==> src/ttbc_pkg.sv <==
// ----------------------------------------------------------------------------
// ttbc_pkg
// Shared types and constants for the tap tempo beat clock: the item function
// codes, register indexes, sequencer states and the divider interface.
// ----------------------------------------------------------------------------
`default_nettype none

package ttbc_pkg;

  // Channel count and the width of a channel index.
  localparam int NUM_CHANNELS = 4;
  localparam int CH_W         = 2;

  // Milliseconds per minute; the dividend of every division.
  localparam logic [15:0] MS_PER_MINUTE = 16'd60000;
  localparam int          DIV_STEPS     = 16;
  localparam int          DIV_CNT_W     = $clog2(DIV_STEPS);

  localparam logic [7:0] TAP_COUNT_MAX = 8'd255;

  // Register reset values.
  localparam logic [9:0] MIN_BPM_RST     = 10'd40;
  localparam logic [9:0] MAX_BPM_RST     = 10'd300;
  localparam logic [7:0] PULSE_LEN_RST   = 8'd70;
  localparam logic [3:0] CATCHUP_RST     = 4'd3;

  // Configuration register indexes.
  localparam logic [1:0] REG_MIN_BPM   = 2'd0;
  localparam logic [1:0] REG_MAX_BPM   = 2'd1;
  localparam logic [1:0] REG_PULSE_LEN = 2'd2;
  localparam logic [1:0] REG_CATCHUP   = 2'd3;

  // Item function codes.
  typedef enum logic [1:0] {
    FUNC_TAP       = 2'd0,
    FUNC_TICK      = 2'd1,
    FUNC_DISABLE   = 2'd2,
    FUNC_RESET_ALL = 2'd3
  } ttbc_func_t;

  // Sequencer states.
  typedef enum logic [2:0] {
    ST_IDLE,
    ST_TAP,
    ST_TAP_BPM,
    ST_TAP_PER,
    ST_TICK_CHECK,
    ST_TICK_DIV,
    ST_CLEAR,
    ST_FINISH
  } ttbc_state_t;

  // Divider request and response.
  typedef struct packed {
    logic        start;
    logic [31:0] divisor;
  } ttbc_div_req_t;

  typedef struct packed {
    logic        done;
    logic [15:0] quotient;
  } ttbc_div_rsp_t;

endpackage

`default_nettype wire

==> src/tap_tempo_beat_clock.sv <==
// Each division of 60000 runs on the one shared restoring divider;
// a tap needs up to two and a tick one for each channel whose beat is due.
// Throughput: one item at a time; the next item is taken once this one's
// result is in the output register. Reset clears all channels and loads the
// register defaults.
// ----------------------------------------------------------------------------
// tap_tempo_beat_clock
// Four-channel tap tempo clock: taps set a tempo, ticks emit beat pulses.
// ----------------------------------------------------------------------------
`default_nettype none

module tap_tempo_beat_clock
  import ttbc_pkg::*;
(
  input  wire logic        clk,
  input  wire logic        rst,
  // Input items
  input  wire logic        s_tvalid,
  output logic             s_tready,
  input  wire logic [39:0] s_tdata,   // channel[1:0], now_ms[33:2], enable_mask[37:34]
  input  wire logic [1:0]  s_tuser,   // func[1:0]
  // Result items
  output logic             m_tvalid,
  input  wire logic        m_tready,
  output logic [47:0]      m_tdata,   // tempo_set[0], new_bpm[10:1], led_pulse_mask[14:11],
                                      // pulse_ms[22:15], channel_bpm[32:23], any_bpm[42:33]
  // Configuration writes
  input  wire logic        wr_en,
  input  wire logic [1:0]  wr_index,
  input  wire logic [9:0]  wr_data
);

  // Configuration registers
  logic [9:0] min_bpm;
  logic [9:0] max_bpm;
  logic [7:0] pulse_length_ms;
  logic [3:0] catchup_periods;

  // Channel state
  logic [7:0]  tap_count      [NUM_CHANNELS];
  logic [31:0] last_tap_time  [NUM_CHANNELS];
  logic [9:0]  tempo_bpm      [NUM_CHANNELS];
  logic [31:0] next_beat_time [NUM_CHANNELS];

  // Current item and working registers
  ttbc_state_t       state, state_next;
  ttbc_func_t        cur_func;
  logic [CH_W-1:0]   cur_ch;
  logic [31:0]       cur_now;
  logic [3:0]        cur_mask;
  logic [CH_W-1:0]   idx;
  logic [9:0]        bpm_reg;
  logic [9:0]        res_new;
  logic [3:0]        res_pulses;

  ttbc_div_req_t div_req;
  ttbc_div_rsp_t div_rsp;

  logic        in_accept;
  logic        out_free;
  logic [7:0]  cnt_cur;
  logic [31:0] last_cur;
  logic [31:0] delta;
  logic        tap_restart;
  logic        bpm_bad;
  logic [7:0]  cnt_sat;
  logic [31:0] lag;
  logic        beat_due;
  logic [19:0] catch_lim;
  logic        idx_last;
  logic [9:0]  chan_bpm;
  logic [9:0]  any_bpm;
  logic [7:0]  pulse_ms;
  logic [47:0] out_word;

  assign in_accept = s_tvalid && s_tready;
  assign out_free  = !m_tvalid || m_tready;

  ttbc_div u_div (
    .clk (clk),
    .rst (rst),
    .req (div_req),
    .rsp (div_rsp)
  );

  // Tap arithmetic on the addressed channel.
  assign cnt_cur     = tap_count[cur_ch];
  assign last_cur    = last_tap_time[cur_ch];
  assign delta       = cur_now - last_cur;
  assign tap_restart = (cnt_cur == 8'd0) || (cur_now < last_cur);
  assign cnt_sat     = (cnt_cur == TAP_COUNT_MAX) ? cnt_cur : cnt_cur + 8'd1;
  assign bpm_bad     = (div_rsp.quotient < {6'd0, min_bpm})
                    || (div_rsp.quotient > {6'd0, max_bpm})
                    || (div_rsp.quotient == 16'd0);

  // Beat check on the channel the tick loop points at.
  assign lag       = cur_now - next_beat_time[idx];
  assign beat_due  = cur_mask[idx] && (tempo_bpm[idx] != 10'd0) && !lag[31];
  assign catch_lim = {4'd0, div_rsp.quotient} * {16'd0, catchup_periods};
  assign idx_last  = idx == CH_W'(NUM_CHANNELS - 1);

  // Next state.
  always_comb begin
    state_next = state;
    case (state)
      ST_IDLE: begin
        if (in_accept) begin
          case (ttbc_func_t'(s_tuser))
            FUNC_TAP:  state_next = ST_TAP;
            FUNC_TICK: state_next = ST_TICK_CHECK;
            default:   state_next = ST_CLEAR;
          endcase
        end
      end
      ST_TAP: begin
        if (tap_restart || delta == 32'd0) state_next = ST_FINISH;
        else                               state_next = ST_TAP_BPM;
      end
      ST_TAP_BPM: begin
        if (div_rsp.done) state_next = bpm_bad ? ST_FINISH : ST_TAP_PER;
      end
      ST_TAP_PER: begin
        if (div_rsp.done) state_next = ST_FINISH;
      end
      ST_TICK_CHECK: begin
        if (beat_due)      state_next = ST_TICK_DIV;
        else if (idx_last) state_next = ST_FINISH;
      end
      ST_TICK_DIV: begin
        if (div_rsp.done) state_next = idx_last ? ST_FINISH : ST_TICK_CHECK;
      end
      ST_CLEAR: state_next = ST_FINISH;
      ST_FINISH: begin
        if (out_free) state_next = ST_IDLE;
      end
      default: state_next = ST_IDLE;
    endcase
  end

  // Sequencer outputs: handshake and divider requests.
  always_comb begin
    s_tready        = state == ST_IDLE;
    div_req.start   = 1'b0;
    div_req.divisor = delta;
    case (state)
      ST_TAP: begin
        div_req.start = !tap_restart && (delta != 32'd0);
      end
      ST_TAP_BPM: begin
        div_req.start   = div_rsp.done && !bpm_bad;
        div_req.divisor = {22'd0, div_rsp.quotient[9:0]};
      end
      ST_TICK_CHECK: begin
        div_req.start   = beat_due;
        div_req.divisor = {22'd0, tempo_bpm[idx]};
      end
      default: ;
    endcase
  end

  always_ff @(posedge clk) begin
    if (rst) state <= ST_IDLE;
    else     state <= state_next;
  end

  // Configuration registers.
  always_ff @(posedge clk) begin
    if (rst) begin
      min_bpm         <= MIN_BPM_RST;
      max_bpm         <= MAX_BPM_RST;
      pulse_length_ms <= PULSE_LEN_RST;
      catchup_periods <= CATCHUP_RST;
    end else if (wr_en) begin
      case (wr_index)
        REG_MIN_BPM:   min_bpm         <= wr_data;
        REG_MAX_BPM:   max_bpm         <= wr_data;
        REG_PULSE_LEN: pulse_length_ms <= wr_data[7:0];
        REG_CATCHUP:   catchup_periods <= wr_data[3:0];
        default: ;
      endcase
    end
  end

  // Item capture and loop index.
  always_ff @(posedge clk) begin
    if (in_accept) begin
      cur_func <= ttbc_func_t'(s_tuser);
      cur_ch   <= s_tdata[1:0];
      cur_now  <= s_tdata[33:2];
      cur_mask <= s_tdata[37:34];
    end
    if (state == ST_TAP_BPM && div_rsp.done) bpm_reg <= div_rsp.quotient[9:0];
  end

  // Channel state and result accumulation.
  always_ff @(posedge clk) begin
    if (rst) begin
      for (int i = 0; i < NUM_CHANNELS; i++) begin
        tap_count[i]      <= '0;
        last_tap_time[i]  <= '0;
        tempo_bpm[i]      <= '0;
        next_beat_time[i] <= '0;
      end
      idx        <= '0;
      res_new    <= '0;
      res_pulses <= '0;
    end else begin
      case (state)
        ST_IDLE: begin
          if (in_accept) begin
            idx        <= '0;
            res_new    <= '0;
            res_pulses <= '0;
          end
        end
        ST_TAP: begin
          last_tap_time[cur_ch] <= cur_now;
          if (tap_restart || delta == 32'd0) tap_count[cur_ch] <= 8'd1;
        end
        ST_TAP_BPM: begin
          if (div_rsp.done) tap_count[cur_ch] <= bpm_bad ? 8'd1 : cnt_sat;
        end
        ST_TAP_PER: begin
          if (div_rsp.done) begin
            tempo_bpm[cur_ch]      <= bpm_reg;
            next_beat_time[cur_ch] <= cur_now + {16'd0, div_rsp.quotient};
            res_new                <= bpm_reg;
            res_pulses[cur_ch]     <= 1'b1;
          end
        end
        ST_TICK_CHECK: begin
          if (!beat_due && !idx_last) idx <= idx + 1'b1;
        end
        ST_TICK_DIV: begin
          if (div_rsp.done) begin
            res_pulses[idx] <= 1'b1;
            // Resync to now after too long a lag, else keep the beat grid.
            if (lag > {12'd0, catch_lim})
              next_beat_time[idx] <= cur_now + {16'd0, div_rsp.quotient};
            else
              next_beat_time[idx] <= next_beat_time[idx] + {16'd0, div_rsp.quotient};
            if (!idx_last) idx <= idx + 1'b1;
          end
        end
        ST_CLEAR: begin
          for (int i = 0; i < NUM_CHANNELS; i++) begin
            if (cur_func == FUNC_RESET_ALL || cur_ch == CH_W'(i)) begin
              tap_count[i]      <= '0;
              last_tap_time[i]  <= '0;
              tempo_bpm[i]      <= '0;
              next_beat_time[i] <= '0;
            end
          end
        end
        default: ;
      endcase
    end
  end

  // Result fields read after the item's updates.
  always_comb begin
    chan_bpm = tempo_bpm[cur_ch];
    any_bpm  = '0;
    for (int i = NUM_CHANNELS - 1; i >= 0; i--) begin
      if (cur_mask[i] && tempo_bpm[i] != 10'd0) any_bpm = tempo_bpm[i];
    end
    pulse_ms = (res_pulses != 4'd0) ? pulse_length_ms : 8'd0;
    out_word = {5'd0, any_bpm, chan_bpm, pulse_ms, res_pulses, res_new,
                res_new != 10'd0};
  end

  // Output register.
  always_ff @(posedge clk) begin
    if (rst) begin
      m_tvalid <= 1'b0;
    end else if (state == ST_FINISH && out_free) begin
      m_tvalid <= 1'b1;
    end else if (m_tready) begin
      m_tvalid <= 1'b0;
    end
  end

  always_ff @(posedge clk) begin
    if (state == ST_FINISH && out_free) m_tdata <= out_word;
  end

`ifndef SYNTHESIS
  // The divider only reports back to a state that waits for it.
  a_div_done_waited: assert property (@(posedge clk) disable iff (rst)
    div_rsp.done |-> (state == ST_TAP_BPM || state == ST_TAP_PER || state == ST_TICK_DIV))
    else $error("divider result arrived with no one waiting");

  // A new tempo is flagged exactly when a nonzero tempo is reported.
  a_tempo_flag: assert property (@(posedge clk) disable iff (rst)
    m_tvalid |-> (m_tdata[0] == (m_tdata[10:1] != 10'd0)))
    else $error("tempo_set disagrees with new_bpm");

  // A pulse length is reported only alongside pulses.
  a_pulse_len: assert property (@(posedge clk) disable iff (rst)
    (m_tvalid && m_tdata[14:11] == 4'd0) |-> (m_tdata[22:15] == 8'd0))
    else $error("pulse length without pulses");

  // Only one item is in work at a time.
  a_one_item: assert property (@(posedge clk) disable iff (rst)
    (s_tvalid && s_tready) |=> !s_tready)
    else $error("item accepted while another is in work");
`endif

endmodule

`default_nettype wire

==> src/ttbc_div.sv <==
// ----------------------------------------------------------------------------
// ttbc_div
// Restoring divider that computes 60000 / divisor, one quotient bit per cycle.
// ----------------------------------------------------------------------------
`default_nettype none

module ttbc_div
  import ttbc_pkg::*;
(
  input  wire logic          clk,
  input  wire logic          rst,
  input  wire ttbc_div_req_t req,
  output ttbc_div_rsp_t      rsp
);

  logic                 busy;
  logic                 done;
  logic [DIV_CNT_W-1:0] cnt;
  logic [31:0]          divisor;
  logic [31:0]          rem;
  logic [15:0]          quot;
  logic [32:0]          trial;
  logic                 fits;

  // One step: bring down the next dividend bit and try a subtract.
  assign trial = {rem, quot[15]};
  assign fits  = trial >= {1'b0, divisor};

  always_ff @(posedge clk) begin
    if (rst) begin
      busy <= 1'b0;
      done <= 1'b0;
      cnt  <= '0;
    end else begin
      done <= 1'b0;
      if (req.start) begin
        busy <= 1'b1;
        cnt  <= '0;
      end else if (busy) begin
        cnt <= cnt + 1'b1;
        if (cnt == DIV_CNT_W'(DIV_STEPS - 1)) begin
          busy <= 1'b0;
          done <= 1'b1;
        end
      end
    end
  end

  // Remainder and quotient shift register; dividend bits leave at the top.
  always_ff @(posedge clk) begin
    if (req.start) begin
      divisor <= req.divisor;
      rem     <= '0;
      quot    <= MS_PER_MINUTE;
    end else if (busy) begin
      rem  <= fits ? 32'(trial - {1'b0, divisor}) : trial[31:0];
      quot <= {quot[14:0], fits};
    end
  end

  assign rsp.done     = done;
  assign rsp.quotient = quot;

endmodule

`default_nettype wire

==> config.mk <==
export PLATFORM = sky130hd
export DESIGN_NAME = tap_tempo_beat_clock
export DESIGN_NICKNAME = d
export VERILOG_FILES = /design/src/ttbc_pkg.sv /design/src/tap_tempo_beat_clock.sv /design/src/ttbc_div.sv
export SDC_FILE = /design/constraint.sdc
export NUM_CORES = 1
export LEC_CHECK = 0
export BUFFER_PORTS_ARGS = -buffer_cell sky130_fd_sc_hd__buf_2
export CAP_MARGIN = 20
export CORE_MARGIN = 3
export CORE_UTILIZATION = 25
export CTS_CLUSTER_DIAMETER = 120
export DETAILED_ROUTE_END_ITERATION = 10
export GPL_TIMING_DRIVEN = 0
export PLACE_DENSITY = 0.45
export RECOVER_POWER = 100
export SLEW_MARGIN = 30
export SYNTH_ARGS = -nofsm -noshare
export SYNTH_HDL_FRONTEND = slang
export SYNTH_SLANG_ARGS = --single-unit
==> constraint.sdc <==
create_clock -name clk -period 10.92 [get_ports clk]
set_clock_uncertainty 0.2 [all_clocks]
set_input_delay 1.092 -clock clk [delete_from_list [all_inputs] [get_ports clk]]
set_output_delay 1.092 -clock clk [all_outputs]
set_load 0.02 [all_outputs]
### Yosys cells after proc, flatten, opt, wreduce, memory -nomap -nowiden

Memory sizes are Yosys's and may differ from the RTL's. A register that Yosys moved wholly into a read port is not among the register bits.
Cells that the tools add are included.

| word-level totals | value |
|---|---|
| memories kept | 4 |
| bits in writable memories | 328 |
| output and inout port bits | 50 |
| logic and storage cells | 280 |
| register bits | 231 |

| operators by class | value |
|---|---|
| $lt $le $gt $ge | 9 |
| muxes and demuxes | 126 |
| add/sub/neg operators | 8 |
| multipliers | 1 |
| reductions and logical operators | 63 |
| equality and inequality tests | 26 |
| bitwise logic cells | 21 |

Memories:

| name | words | bits a word | read ports | clocked after Yosys merged registers in | write ports | line | RTL |
|---|---|---|---|---|---|---|---|
| last_tap_time | 4 | 32 | 1 | 1 | 4 | tap_tempo_beat_clock.sv:41 | `logic [31:0] last_tap_time [NUM_CHANNELS];` |
| next_beat_time | 4 | 32 | 1 | 1 | 4 | tap_tempo_beat_clock.sv:43 | `logic [31:0] next_beat_time [NUM_CHANNELS];` |
| tempo_bpm | 4 | 10 | 6 | 2 | 4 | tap_tempo_beat_clock.sv:42 | `logic [9:0] tempo_bpm [NUM_CHANNELS];` |
| tap_count | 4 | 8 | 1 | 1 | 4 | tap_tempo_beat_clock.sv:40 | `logic [7:0] tap_count [NUM_CHANNELS];` |

Operators by type and width:

| operator | number |
|---|---|
| two-way mux 32 bit | 13 |
| two-way mux 10 bit | 11 |
| OR reduction 32 bit | 3 |
| subtractor 32 bit | 3 |
| adder 32 x 16 -> 32 bit | 2 |
| two-way mux 8 bit | 8 |
| case mux 32 bit (2 select lines) | 1 |
| nonzero test 10 bit | 6 |
| two-way mux 1 bit | 56 |
| greater-or-equal comparator 33 x 32 -> 1 bit | 1 |
| > comparator 32 x 20 -> 1 bit | 1 |
| logical NOT 32 bit | 1 |
| < comparator 32 bit | 1 |
| two-way mux 2 bit | 16 |
| nonzero test 32 bit | 1 |
| two-way mux 3 bit | 9 |
| case mux 3 bit (8 select lines) | 1 |
| multiplier 16 x 4 -> 20 bit | 1 |
| case mux 10 bit (2 select lines) | 1 |
| OR 1 bit | 18 |
| > comparator 16 x 10 -> 1 bit | 1 |
| logical NOT 16 bit | 1 |
| < comparator 16 x 10 -> 1 bit | 1 |
| logical AND 1 bit | 14 |
| 41 further kinds | 83 |

### Logic depth before layout (Yosys ltp)

Gate-level depths: netlist of the first run.

| depth | value |
|---|---|
| depth in word-level cells | 10 |
| depth in mapped cells | 33 |
| mapped depth without buffers | 29 |

### Cells and area by module

Synthesis of the first run repeated with hierarchy kept, for this count alone.

| unflattened totals | value |
|---|---|
| cells, all modules | 3281 |
| area, all modules | 34604.4 um2 |

By module, submodules not included:

| module | instances | cells each | area each (um2) | sequential area each (um2) |
|---|---|---|---|---|
| tap_tempo_beat_clock | 1 | 2735 | 29595.9 | 13763.2 |
| ttbc_div | 1 | 546 | 5008.6 | 2042.0 |

### Least setup slack after synthesis of the first run

OpenSTA, ideal clock, no wires.

| path | value |
|---|---|
| path type | reg-to-reg |
| start point | reg (tool-made name) |
| end point | mem next_beat_time[0][11] (data pin) |
| path slack | 3.099 ns |
| stages on the path, launching flop included | 28 |
| arrival | 7.324 ns |
| clock period less this slack | 7.821 ns |
| cells stage by stage | dfxtp_1 > buf_2 > buf_2 > buf_2 > buf_1 > buf_1 > mux4_2 > ha_1 > inv_1 > fa_1 > a211o_1 > a21oi_1 > a211oi_1 > nor4_2 > o21ai_1 > xnor2_1 > ha_1 > nand4_1 > or2_2 > nor4_1 > o22ai_1 > a311oi_1 > and3_1 > and4b_1 > nor4b_1 > nand4_1 > a2111oi_0 > a211oi_1 |

RTL lines:

| item | line |
|---|---|
| end: declaration | tap_tempo_beat_clock.sv:43 |

==> results of run 1 <==
==> cell families (layout without fill, tap and decap cells) <==
logic type	after synthesis	in the layout	synth area share [%]
AND/OR/NAND/NOR	1145	1145	16.9
AO/OA/AOI/OAI	770	770	14.3
flip-flops	563	563	44.9
buffers and inverters	398	631	4.39
adder cells (fa/ha/maj)	230	230	8.88
XOR/XNOR	140	140	3.48
multiplexers	136	136	7.15
other	1	6	0.0107
==> layout by cell type, fill, tap and decap left out, types with 87 or more instances in the layout <==
cell type,count
sky130_fd_sc_hd__nand2_1,191
sky130_fd_sc_hd__nor3_1,92
sky130_fd_sc_hd__edfxtp_1,453
sky130_fd_sc_hd__and2_0,87
sky130_fd_sc_hd__inv_1,233
sky130_fd_sc_hd__xnor2_1,87
sky130_fd_sc_hd__o21ai_0,126
sky130_fd_sc_hd__and2_1,141
sky130_fd_sc_hd__dfxtp_1,110
sky130_fd_sc_hd__clkbuf_1,238
sky130_fd_sc_hd__a21oi_1,220
sky130_fd_sc_hd__mux4_2,92
sky130_fd_sc_hd__nand3_1,87
sky130_fd_sc_hd__ha_1,197
sky130_fd_sc_hd__nor2_1,260
==> per-layer routing <==
| metal | wire length (microns) | vias up | share of wire (%) |
|---|---|---|---|
| met2 | 55700 | 746 | 46 |
| met5 | 0 | - | 0 |
| li1 | - | 12897 | - |
| met3 | 6190 | 155 | 5.1 |
| met4 | 2890 | 0 | 2.4 |
| met1 | 55500 | 13416 | 46 |
==> per-stage QoR <==
step                setup WS [ns]  total power [mW]  area, sq um
floorplan                    3.10              6.77        35200
global placement           -0.595              8.42        38100
global route               0.0216              11.5        40300
finish                      0.416              10.7        40300
CTS                         0.345              10.8        40700
detailed placement          0.342              8.45        38500
==> worst max-delay path by stage <==
| stage | endpoint | cells after the start | slack [ns] |
|---|---|---|---|
| global placement | next_beat_time[1][26] | 28 | -0.60 |
| CTS | next_beat_time[2][5] | 28 | 0.34 |
| global route | next_beat_time[3][31] | 30 | 0.02 |
| detailed placement | next_beat_time[1][5] | 28 | 0.34 |
| floorplan | next_beat_time[0][11] | 27 | 3.10 |
| finish | next_beat_time[3][4] | 29 | 0.42 |
==> area by class of cell <==
cell class / instances / area (sq um) / area share [%]
well taps: 1876 / 2350 / 5.83
clock buffers: 84 / 1840 / 4.56
diodes: 1 / 2.50 / 0.00621
inverters: 233 / 875 / 2.17
repair buffers: 113 / 458 / 1.14
flip-flops and latches: 563 / 15800 / 39.2
clock inverters: 36 / 390 / 0.969
multi-input cells: 2426 / 17900 / 44.4
plain buffers: 165 / 668 / 1.66
==> critical path: cells and delay by family (launching register included) <==
kind            cells  cell delay [ns]
buf+inv             8             3.36
simple gates       10             3.37
compound gates      6             1.40
fa+ha+maj           3             0.92
mux                 1             0.43
xor+xnor            1             0.20
flops               1             0.36
==> power breakdown <==
group	leakage (nW)	switching (mW)	internal, mW
sequential	5.44	0.387	2.72
combinational	8.26	3.29	1.99
clock	1.09	0.967	1.36
==> flow_results.org, run 1 <==
** STA
- The final-report hold violation count was 0.
- TNS Setup :: 0 ns
- Slew HR :: -35.6%
- Final worst path period need :: 10.50 ns
- Setup violations remaining at the end of the flow were counted as 0.
- Final cycle utilization of the critical path :: 96.2%
- Fmax :: 0.0952 GHz
- Worst hold slack after final layout :: 0.253 ns
- RSZ-0062 raised after global routing :: no
- At the pin with the least slew margin, the transition time is 2.03 ns.
- Final-report max-slew violation count :: 220

** Detailed routing
- After detailed routing, the number of remaining DRC violations is 0.
- Iteration-0 DRC count of the detailed router :: 2,471
- For this block, the routed nets add up to 120 mm of wire.
- In the final routed layout, each cell accounts on average for 21.9 microns.
- In the routed layout, each cell is associated on average with a via count of 4.95.
- Count of antenna-violating nets left after detailed routing :: 0
- The first TritonRoute pass finished after 6 iterations.
- Via count :: 27,214

** Critical path
- Among all stages on the critical path, the largest delay is contributed by sky130_fd_sc_hd__clkbuf_1.
- Measured in cells, the most critical reg-to-reg path has a length of 29.
- STA classifies the critical path startpoint as a flop.
- R2R setup slack :: 0.42 ns
- The worst register-to-register path ends at next_beat_time[3][4].
- Arrival time reported for the critical path endpoint :: 10.68 ns
- Max Fanout on Critical Path :: 10
- Counting stages on the worst path, the most repeated cell is sky130_fd_sc_hd__clkbuf_1.
- STA classifies the critical path endpoint as a flop.
- The setup path with the least slack is of type reg2reg.
- Data required time at the worst endpoint :: 11.10 ns
- Delay of the slowest critical-path stage :: 0.83 ns

** Clock network
- Clock tree root driver cell :: sky130_fd_sc_hd__clkbuf_16
- The H-tree was split into 3 levels.
- The number of clock buffers added by TritonCTS is 67.
- Clock tree from TritonCTS :: built
- Clock insertion delay at the later pin of the skew report :: 0.65 ns
- Counting along the longest clock path gives a buffer depth of 3.
- For this design, the CTS-stage hold fixing added 0 buffers.
- Number of clock sinks :: 563
- Clock transition at the registers of the reported paths :: 0.06 ns
- Post-CTS Repair Setup Buffers :: 0
- Post-CTS repair changed the size of 0 cells.

** Synthesis
- Sequential elements use 44.9% of the synthesized area.
- Among all flip-flop cells after synthesis, the most frequent one is sky130_fd_sc_hd__edfxtp_1.
- By instance count, the leading cell after synthesis is sky130_fd_sc_hd__edfxtp_1.
- For this run, the number of Yosys warnings is 0.
- After synthesis, the share of flip-flops with an asynchronous set or reset is 0%.
- Flip-flop and latch count after synthesis :: 563
- Of the post-synthesis cell area, the dominant cell type holds 38.7%.
- sky130_fd_sc_hd__edfxtp_1 takes more of the synthesized area than any other cell.
- In this run, synthesis inferred 453 flip-flops with an integrated enable.
- Synthesis produced a netlist whose cell count is 3,383.
- Mapped Avg Cell Area :: 10.4 sq um
- Top cells by instance count after synthesis :: sky130_fd_sc_hd__edfxtp_1 (453), sky130_fd_sc_hd__nor2_1 (260), sky130_fd_sc_hd__inv_1 (233)
- The mapped netlist covers 35,200 sq um.
- After synthesis, the cell types taking the most area are sky130_fd_sc_hd__edfxtp_1 (39%), sky130_fd_sc_hd__ha_1 (7.0%), sky130_fd_sc_hd__dfxtp_1 (6.3%).
- Number of library cell types mapped by synthesis :: 88

** Finish
- Utilization of the core after routing :: 28.8%
- In the final design database the tool counted 3,858 nets.
- Proportion of layout cells with a drive suffix above 1 :: 8.18%
- Counting the fill cells in the layout gives 14,602.
- Once layout is complete, the cells apart from fillers number 5,497.
- Largest registers in the final layout :: last_tap_time: 128 flops, next_beat_time: 128 flops, m_tdata: 43 flops
- Area growth, synth to finish :: 14.5%

** Floorplanning
- Die Span X :: 381 microns
- IO Count :: 109
- Starting utilization of the core area :: 25.2%
- Die outline height :: 381 microns
- Die footprint :: 145,000 sq um
- Placeable core region :: 140,000 sq um
- Count of standard-cell rows :: 137

** Run status
- Run status :: finished, violations left
- The final reports fail on capacitance limit, slew limit.

** Global routing
- Global routing used 16.2% of the available tracks.
- Met1 track demand over resource in global routing :: 22.5%
- GR Util met3 :: 2.43%
- Antenna violations before repair :: 4
- Busiest metal layer after global routing :: met2
- The total overflow left after global routing is 0.
- In the global route stage, met2 resource usage came out at 26.4%.
- Entering global routing, the biggest net connects 42 pins.
- Wire length of the first global-routing pass :: 178 mm
- The number of global-route vias before repair came to 27,127.

** Power and ir drop
- Reported leakage power :: 14.8 nW
- Across the VDD grid, the largest voltage drop is 0.000119 V.
- Power density normalized to cell area :: 266 nW/um^2

** Hold path
- Startpoint of the lowest-slack hold path :: pulse_length_ms[4]
- The worst hold path passes through 2 cells.
- For hold timing, the worst endpoint is pulse_length_ms[4].
- Min-delay worst type :: reg2reg

** Placement
- RD Place Congestion :: 0.869
- Input and output buffers added on the ports amount to 100.
- Number of cells in the design after placement :: 5,376
- Post-detail-place hpwl :: 90.6 mm

** Run
- Max-cap violation count :: 12
No activity file was read; power rests on OpenSTA's default activity.
==> run 2, diff against run 1 <==
--- a/config.mk
+++ b/config.mk
@@ -8,11 +8,12 @@
 export BUFFER_PORTS_ARGS = -buffer_cell sky130_fd_sc_hd__buf_2
 export CAP_MARGIN = 20
 export CORE_MARGIN = 3
-export CORE_UTILIZATION = 25
+export CORE_UTILIZATION = 63
 export CTS_CLUSTER_DIAMETER = 120
 export DETAILED_ROUTE_END_ITERATION = 10
 export GPL_TIMING_DRIVEN = 0
-export PLACE_DENSITY = 0.45
+export MAX_ROUTING_LAYER = met4
+export PLACE_DENSITY = 0.87
 export RECOVER_POWER = 100
 export SLEW_MARGIN = 30
 export SYNTH_ARGS = -nofsm -noshare
==> flow_results.org, run 2 (same netlist as run 1, synthesis figures left out) <==
** Critical path
- STA puts the critical path data arrival time at 10.97 ns.
- The slowest stage of the critical path belongs to the cell sky130_fd_sc_hd__clkbuf_1.
- Kind of start point of the critical path :: flop
- Kind of end point of the critical path :: flop
- Data on the critical path is required at its endpoint by 11.09 ns.
- Delay of the slowest critical-path stage :: 0.79 ns
- Max Fanout on Critical Path :: 10
- By instance count, the cell type seen most on the critical path is sky130_fd_sc_hd__clkbuf_1.
- The worst setup path is of the reg2reg kind.

** Placement
- Post-Place Cell Area :: 37,000 sq um
- IO buf count :: 100
- Routability-driven placement finished with a final weighted congestion of 1.01.
- Post-detail-place hpwl :: 74.7 mm

** Detailed routing
- Iteration-0 DRC count of the detailed router :: 3,459
- Dividing the detail-routed via count by the number of cells gives 6.69.
- Total iterations of the first detailed-routing run :: 7
- Post-DR wirelength/cell :: 23.8 microns
- Total length of routed wires :: 103 mm
- In this run the remaining antenna-violating nets after routing total 0.
- The detailed router placed 29,067 vias in this run.
- For this run, design rule violations remaining after detail routing come to 0.

** STA
- After routing, the total negative slack on setup checks comes to 0 ns.
- The final max-slew violation count came to 164.
- Setup repair after global routing left no endpoint under its margin.
- Number of endpoints failing setup at the final stage :: 0
- Fmax :: 0.0926 GHz
- Measured against its own limit, the worst slew margin works out to -81.6%.
- Dividing the final minimum period by the clock period gives 98.9%.
- At the pin with the least slew margin, the transition time is 2.72 ns.
- Final number of hold-violating endpoints :: 0
- Counting I/O delays and the setup requirement, the final critical path takes 10.80 ns.

** Floorplanning
- From bottom edge to top edge, the die measures 242 microns.
- Once the floorplan was initialized, standard cells occupied 64.5% of the core.
- Die Span X :: 242 microns
- Placeable core region :: 54,600 sq um
- IO Count :: 109
- The die covers 58,700 sq um.
- Count of standard-cell rows :: 85

** Clock network
- Clock insertion delay at the later pin of the skew report :: 0.65 ns
- Post-CTS Repair Setup Buffers :: 0
- Clock-pin slew was measured on the worst setup and hold paths at 0.07 ns.
- Hold repair after CTS inserted 0 buffers.
- CTS Buf Count :: 56
- TritonCTS built the clock tree.
- Cells resized by post-CTS repair :: 0
- CTS max path bufs :: 3
- Number of clock sinks :: 563
- The H-tree was split into 2 levels.
- The tree is rooted in a sky130_fd_sc_hd__clkbuf_16.

** Global routing
- The number of global-route vias before repair came to 28,225.
- Leftover overflow at the end of global routing :: 0
- Entering global routing, the biggest net connects 39 pins.
- The first global-routing pass estimated 158 mm of wire.
- Global routing consumed, over all layers together, 35.4% of the routing resources.
- Antenna violations before repair :: 4

** Run status
- The checks that failed: capacitance limit, slew limit.
- The run finished, with violations left.

** Power and ir drop
- Worst-case vdd ir drop :: 0.000192 V
- Power density normalized to cell area :: 269 nW/um^2
- In this run the static leakage power is 14.6 nW.

** Finish
- With fillers left out, the area of the finished cells amounts to 38,500 sq um.
- Largest registers in the final layout :: last_tap_time: 128 flops, next_beat_time: 128 flops, m_tdata: 43 flops
- Fill cells in the final layout number 3,924.
- The net count of the finished layout is 3,846.
- Proportion of layout cells with a drive suffix above 1 :: 7.96%
- Area growth, synth to finish :: 9.29%
- Leaving out fill and tap cells, the most frequent cell in the layout is sky130_fd_sc_hd__edfxtp_1.
- Multi-input combinational cell area :: 17,900 sq um
- Commonest cells after routing, fill and taps aside :: sky130_fd_sc_hd__edfxtp_1 (453), sky130_fd_sc_hd__nor2_1 (260), sky130_fd_sc_hd__inv_1 (233)
- FF/Latch Area :: 15,800 sq um

** Run
- The tool flagged a number of max-cap violations equal to 10.

** Hold path
- Min-delay worst type :: reg2reg
[run 2: cell types whose count changed in the layout (fill, tap and decap cells not counted), moves of 4 or more]
| cell | delta |
|---|---|
| sky130_fd_sc_hd__and2_0 | +20 |
| sky130_fd_sc_hd__clkbuf_1 | -17 |
| sky130_fd_sc_hd__and2_1 | -20 |
| sky130_fd_sc_hd__clkinv_2 | -5 |
| sky130_fd_sc_hd__clkbuf_16 | -14 |
| sky130_fd_sc_hd__clkbuf_2 | -7 |
| sky130_fd_sc_hd__nor4_2 | -4 |
| sky130_fd_sc_hd__nor4_1 | +4 |
| sky130_fd_sc_hd__buf_2 | +23 |
[run 2: path summary, 6_finish.rpt]
path	from	to	slack (ns)	cells after the start
setup / recovery	flop	next_beat_time[1][23]	0.12	29
hold / removal	pulse_length_ms[3]	pulse_length_ms[3]	0.25	2
setup reg to reg	flop	next_beat_time[1][23]	0.12	29
hold reg to reg	pulse_length_ms[3]	pulse_length_ms[3]	0.25	2
[run 2: cell type report]
cell class | count | area share (%)
clock inverters | 34 | 0.943
well taps | 739 | 2.40
repair buffers | 113 | 1.28
inverters | 233 | 2.27
multi-input cells | 2426 | 46.4
flip-flops and latches | 563 | 41.1
clock buffers | 71 | 3.87
plain buffers | 164 | 1.69
diodes | 2 | 0.0130
[run 2: worst max-delay path: cells and delay by family, from the launching register on]
family | cells | cell delay, ns
buffers and inverters | 8 | 3.66
and+or+nand+nor | 10 | 3.34
AOI/OAI and AO/OA | 6 | 1.41
adders and majority gates | 3 | 0.91
muxes | 1 | 0.40
DFF | 1 | 0.38
xor gates and xnor gates | 1 | 0.19
[run 2: stage by stage]
| stage | hold slack [ns] | utilization (%) | power [mW] | std cells | setup WS [ns] |
|---|---|---|---|---|---|
| floorplan | 0.230 | - | 6.77 | 3387 | 3.10 |
| global placement | 0.239 | 67.1 | 8.03 | 4226 | 0.247 |
| CTS | 0.250 | 71.3 | 10.2 | 4343 | 0.451 |
| detailed placement | 0.242 | 67.9 | 8.21 | 4238 | 0.543 |
| finish | 0.251 | 70.5 | 10.3 | 4345 | 0.119 |
| global route | 0.264 | 70.5 | 10.9 | 4345 | 0.0704 |
[run 2: report_power, final]
group	internal, mW	switching [mW]	leakage, nW
Clock	1.09	0.876	0.885
Combinational	2.00	3.28	8.27
Sequential	2.72	0.367	5.44
Total	5.81	4.53	14.6
[run 2: metal layers]
metal	part of all wire [%]	up-vias	GRT usage, %	wire, microns
met5	0	-	-	0
met4	5.5	0	16.8	5710
met3	12	441	8.99	12700
met2	46	1943	55.2	47700
met1	36	13809	43.6	37300
li1	-	12874	-	-
